## config.mk

```make
export PLATFORM = sky130hd
export DESIGN_NAME = dgt_ctrl
export DESIGN_NICKNAME = d
export VERILOG_FILES = /design/src/sv/dgt_pkg.sv /design/src/sv/dgt_ctrl.sv
export SDC_FILE = /design/constraint.sdc
export NUM_CORES = 1
export LEC_CHECK = 0
export BUFFER_PORTS_ARGS = -buffer_cell sky130_fd_sc_hd__buf_2
export CORE_AREA = 2 2 39 41
export CTS_BUF_LIST = sky130_fd_sc_hd__clkbuf_4 sky130_fd_sc_hd__clkbuf_8
export CTS_CLUSTER_DIAMETER = 80
export DETAILED_ROUTE_END_ITERATION = 12
export DIE_AREA = 0 0 41 43
export PLACE_DENSITY = 0.59
export RECOVER_POWER = 25
export SLEW_MARGIN = 20
export SYNTH_ARGS = -nofsm -noshare
export SYNTH_HDL_FRONTEND = slang
export SYNTH_SLANG_ARGS = --single-unit
```

## constraint.sdc

```tcl
create_clock -name aclk -period 1.7 [get_ports aclk]
set_input_delay 0.085 -clock aclk [delete_from_list [all_inputs] [get_ports aclk]]
set_output_delay 0.085 -clock aclk [all_outputs]
set_load 0.005 [all_outputs]
```

## src/sv/dgt_pkg.sv

```systemverilog
// ============================================================================
// dgt_pkg
// Shared constants, mode codes and controller/datapath interface structs for
// the distortion grid table.
// ============================================================================
package dgt_pkg;

    // operation codes carried in the mode field
    localparam logic [1:0] MODE_WRITE = 2'd0;
    localparam logic [1:0] MODE_FWD   = 2'd1;
    localparam logic [1:0] MODE_INV   = 2'd2;

    localparam int MODE_W     = 2;
    localparam int GRID_IDX_W = 6;              // width of the grid_i / grid_j fields
    localparam int COORD_W    = 16;             // Q2.14
    localparam int Q_FRAC     = 14;
    localparam int Q_ONE      = 16384;
    localparam int Q_HALF     = 8192;
    localparam int ENTRY_W    = 2 * COORD_W;    // y in upper half, x in lower half
    localparam int DIFF_W     = COORD_W + 1;
    localparam int SQ_W       = 2 * COORD_W;    // |diff| < 2^16, square < 2^32
    localparam int DIST_W     = SQ_W + 1;

    // controller -> datapath
    typedef struct packed {
        logic capture;      // latch input word
        logic mem_write;    // store entry
        logic fwd_read;     // read entry at forward address
        logic scan_clear;   // restart scan counters and best tracker
        logic scan_read;    // read next entry of the scan
        logic out_load;     // load output register
    } dgt_cmd_t;

    // datapath -> controller
    typedef struct packed {
        logic [MODE_W-1:0] mode;
        logic              write_ok;
        logic              fwd_ok;
        logic              scan_last;
        logic              pipe_busy;
    } dgt_sts_t;

endpackage

```

## src/sv/dgt_ctrl.sv

```systemverilog
// ============================================================================
// dgt_ctrl
// Sequencer for write, forward lookup and inverse scan; owns both handshakes.
// ============================================================================
module dgt_ctrl
    import dgt_pkg::*;
(
    input  logic     aclk,
    input  logic     aresetn,
    input  logic     s_valid,
    output logic     s_ready,
    output logic     m_valid,
    input  logic     m_ready,
    output dgt_cmd_t cmd,
    input  dgt_sts_t sts
);

    localparam logic [2:0] ST_IDLE   = 3'd0;
    localparam logic [2:0] ST_DECODE = 3'd1;
    localparam logic [2:0] ST_SCAN   = 3'd2;
    localparam logic [2:0] ST_DRAIN  = 3'd3;
    localparam logic [2:0] ST_FINISH = 3'd4;

    logic [2:0] state_reg, state_next;
    logic       m_valid_reg, m_valid_next;
    logic       out_free;

    assign out_free = !m_valid_reg || m_ready;

    always_comb begin
        cmd        = '0;
        state_next = state_reg;
        case (state_reg)
            ST_IDLE: begin
                if (s_valid) begin
                    cmd.capture = 1'b1;
                    state_next  = ST_DECODE;
                end
            end
            ST_DECODE: begin
                case (sts.mode)
                    MODE_WRITE: begin
                        cmd.mem_write = sts.write_ok;
                        state_next    = ST_FINISH;
                    end
                    MODE_FWD: begin
                        cmd.fwd_read = sts.fwd_ok;
                        state_next   = ST_FINISH;
                    end
                    MODE_INV: begin
                        cmd.scan_clear = 1'b1;
                        state_next     = ST_SCAN;
                    end
                    default: begin
                        state_next = ST_FINISH;
                    end
                endcase
            end
            ST_SCAN: begin
                cmd.scan_read = 1'b1;
                if (sts.scan_last) begin
                    state_next = ST_DRAIN;
                end
            end
            ST_DRAIN: begin
                if (!sts.pipe_busy) begin
                    state_next = ST_FINISH;
                end
            end
            ST_FINISH: begin
                if (out_free) begin
                    cmd.out_load = 1'b1;
                    state_next   = ST_IDLE;
                end
            end
            default: begin
                state_next = ST_IDLE;
            end
        endcase
    end

    always_comb begin
        m_valid_next = m_valid_reg;
        if (cmd.out_load) begin
            m_valid_next = 1'b1;
        end else if (m_ready) begin
            m_valid_next = 1'b0;
        end
    end

    always_ff @(posedge aclk) begin
        if (!aresetn) begin
            state_reg   <= ST_IDLE;
            m_valid_reg <= 1'b0;
        end else begin
            state_reg   <= state_next;
            m_valid_reg <= m_valid_next;
        end
    end

    assign s_ready = (state_reg == ST_IDLE);
    assign m_valid = m_valid_reg;

`ifndef ASSERT_OFF
    a_mem_port_excl: assert property (@(posedge aclk) disable iff (!aresetn)
        cmd.mem_write |-> !(cmd.fwd_read || cmd.scan_read))
        else $error("grid write collides with a read");

    a_last_in_flight: assert property (@(posedge aclk) disable iff (!aresetn)
        (state_reg == ST_SCAN) && sts.scan_last |=> sts.pipe_busy)
        else $error("last scan entry missing from pipeline");

    a_idle_drained: assert property (@(posedge aclk) disable iff (!aresetn)
        (state_reg == ST_IDLE) |-> !sts.pipe_busy)
        else $error("scan data still in flight while idle");

    a_load_needs_slot: assert property (@(posedge aclk) disable iff (!aresetn)
        cmd.out_load |=> m_valid && (state_reg == ST_IDLE))
        else $error("result load did not present a word");
`endif

endmodule
```

After elaboration in Yosys (flattened, before gate mapping)
Cells that the tools add are included.
Widths: inputs -> output; s select.
{"block": "classes", "n_eq_ne": 10, "muxes": 17, "n_reduce_logical": 6}
{"operator": "$mux 3", "count": 6}
{"operator": "$pmux 3 s5", "count": 1}
{"operator": "$mux 1", "count": 10}
{"operator": "$ne 2x2->1 const B", "count": 4}
{"operator": "$eq 3x2->1 const B", "count": 2}
{"operator": "$reduce_and 4->1", "count": 1}
{"operator": "$eq 3x1->1 const B", "count": 1}
{"operator": "$eq 3x3->1 const B", "count": 1}
{"operator": "$logic_not 3->1", "count": 1}
{"operator": "$eq 2x1->1 const B", "count": 1}
{"operator": "$eq 2x2->1 const B", "count": 1}
{"operator": "$logic_not 2->1", "count": 1}
{"operator": "$reduce_bool 2->1", "count": 1}
{"operator": "$logic_not 1->1", "count": 1}
{"operator": "$logic_or 1x1->1", "count": 1}
{"block": "word_totals", "regBits": 4, "inputBits": 10, "out_inout_bits": 8}

Depth between registers and ports, before layout
{"block": "logic_depth", "ltp_word": 5, "mapped_depth": 5}

Worst setup path after synthesis
Ideal clock, no wire load.
{"block": "synth_path", "path_type": "register to register", "startpoint": "register state_reg[1]", "endpoint": "register state_reg[0]", "arrival_ns": 1.230, "t_required_ns": 1.585, "path_slack_ns": 0.354, "stages_incl_launch_ff": 6, "n_path_buf": 1, "synth_period_minus_slack_ns": 1.346, "cell_sequence": "dfxtp_1 -> buf_6 -> or3_4 -> a21oi_2 -> nor2_2 -> a31o_1"}
{"block": "synth_via", "elab_chain_cells": 3, "word_cells_on_any_way": 11}
{"element": "from (decl)", "line": "dgt_ctrl.sv:24", "source": "logic [2:0] state_reg, state_next;"}
{"element": "from (signal assigned)", "line": "dgt_ctrl.sv:96", "source": "state_reg <= state_next;"}
{"element": "$eq 3x3->1 (tied with other cells)", "line": "dgt_ctrl.sv:33", "source": "case (state_reg)"}
{"element": "$ne 2x2->1 (no source line)"}
{"element": "$reduce_and 4->1 (no source line)"}
Parallel ways exist; a longest one is shown, timed or not.
A chain may end at the register's enable or synchronous reset.

==> metrics.txt <==
Core Util, Final 30.6%; Hold-fix buffers, CTS 0; Clock Skews 0.00203 ns; TritonRoute pass-1 iters 4; non-filler cells, final 71; largest family of logic cells by synthesized area simple AND/OR/NAND/NOR gates; peak supply drop 386 uV; max cap viols 0; largest net degree at the start of global routing 12; Pwr Density 891 nW/um2; XOR/XNOR Fraction of Synth Area 0%; Hold Vio Cnt, Final 0; root buffer cell clkbuf_4; die width 41 um; postcts setup bufs 0; Worst-path clk slew 0.04 ns; Power, Total 0.377 mW; dpl hpwl 586 um; Cells after Synth 37; final setup fails 0; cell area after layout 423 um2; Routed WL 724 um; Least-Margin Pin Slew 0.321 ns; CP Max Fanout 11; RSZ-0062 raised after global routing no; Adder-Cell Fraction of Synth Area 0%; Setup TNS 0 ns; Remaining DRCs 0; simple-gate share of the synthesized area 44.7%; CTS max path bufs 2; Via density 4.72; CTS Sinks 4; TritonCTS Buffers 3; ANT cells 0; Routed WL per cell 10.2 um; core area 1380 um2; crit share post-route 92.5%; post-synthesis cell type count 27; 1st-iter DRT viols 4; Post-Syn Nets 47; Synth Area in Compound Gates 17.4%; Seq/Total Area, Yosys 25.3%; H-tree Lvls 1; Max Fclk 636 MHz; DR vias 335; hold depth 2; Nets 67; leakage 0.181 nW; first-pass GRT wire length 1.09 mm; Largest register FFs 3; FILL cells 151; Tightest Hold Check Type primary input to register; crit start category register; Worst Reg-to-Reg Cells 4; DRT antenna net count 0; Critical Path AT 1.49 ns; Syn Area/Cell 8.56 um2; Post-synth top flop dfxtp_1; vias in the first global route 282; status complete, no violations; element type at the critical path end primary output; initial antenna violation count 0; Cell Area, Placed 403 um2; Placement Rows 14; post-synthesis mux area share 3.16%; global route overflow 0; #FFs+latches synth 4; Required @ worst endpoint 1.62 ns; Initial Utilization 22.9%; Buffers on Ports 17; minimum clock period 1.57 ns; CTS tree built; GRT Resource Usage Total 9.32%; PostCTS Resize Cnt 0; Slew Limit Fails 0; mapped cell area 317 um2; Inst Count DP 68; io pins 18; die height 43 um; Post-synth EDFFs 0; area growth from synthesis to layout 33.6%; Clock Latency Late Sink 0.23 ns; asr flop ratio synth 0%; relative slew slack 78.5%; routability cong. 0.688; share of cells above drive strength 1 47.3%; Synth Warn # 0; die area 1760 um2; Worst Setup Path Type register to primary output
stage by stage:
step                      setup WS [ns]  hold slack (ns)
after floorplan                   0.354            0.203
after global placement            0.266            0.386
after detailed placement          0.229            0.399
after CTS                        0.0993            0.157
after global routing             0.0341            0.170
final                             0.127            0.160
logic make-up after synthesis:
kind of cell,after synthesis
flip-flops,4
buffers and inverters,4
AO/OA/AOI/OAI,7
AND/OR/NAND/NOR,21
multiplexers,1
routing by layer:
layer | global-route usage (%) | share of wire, % | vias up
li1 | - | - | 173
met1 | 9.58 | 47 | 154
met4 | 4.00 | 0.55 | 0
met5 | 0 | 0 | -
met3 | 6.81 | 6.1 | 2
met2 | 13.8 | 46 | 6
worst max-delay path, stage by stage (launching register included):
cell and delay, ns:
dfxtp_1 0.39, or3b_4 0.44, nor4b_1 0.27, buf_2 0.16
power breakdown:
group | switching (mW) | leakage (nW) | internal, mW
Combinational | 0.0606 | 0.135 | 0.0753
Clock | 0.0342 | 0.0138 | 0.0786
Sequential | 0.0210 | 0.0327 | 0.107
Total | 0.116 | 0.181 | 0.261
cell usage after synthesis (2+ instances only):
cell	n	area, um2
dfxtp_1	4	80.1
nor3_1	3	15.0
a21oi_2	2	17.5
buf_4	2	15.0
nand2_1	2	7.51
nand3_1	2	10.0
nor2_1	2	7.51
final cells by class:
| class | count | area (um2) | share of cell area [%] |
|---|---|---|---|
| clock buffers | 3 | 22.5 | 5.33 |
| inverters | 1 | 3.75 | 0.888 |
| multi-input cells | 29 | 206 | 48.8 |
| flip-flops and latches | 4 | 80.1 | 18.9 |
| well taps | 16 | 20.0 | 4.73 |
| repair buffers | 18 | 90.1 | 21.3 |
final timing paths:
check | startpoint | to | slack, ns
max | state_reg[1] | cmd[4] | 0.13
min | aresetn | m_valid | 0.16
max reg2reg | state_reg[1] | state_reg[0] | 0.21
min reg2reg | state_reg[0] | state_reg[2] | 0.57
cell usage in the layout, fill, tap and decap left out, types with 2 or more instances in the layout:
| master | netlist | routed |
|---|---|---|
| nand3_1 | 2 | 2 |
| a21oi_2 | 2 | 2 |
| clkbuf_4 | 0 | 3 |
| dfxtp_1 | 4 | 4 |
| nand2_1 | 2 | 2 |
| clkbuf_1 | 0 | 2 |
| buf_2 | 0 | 15 |
| nor3_1 | 3 | 3 |
| nor2_1 | 2 | 2 |
Power figures use the tool's default switching activity.
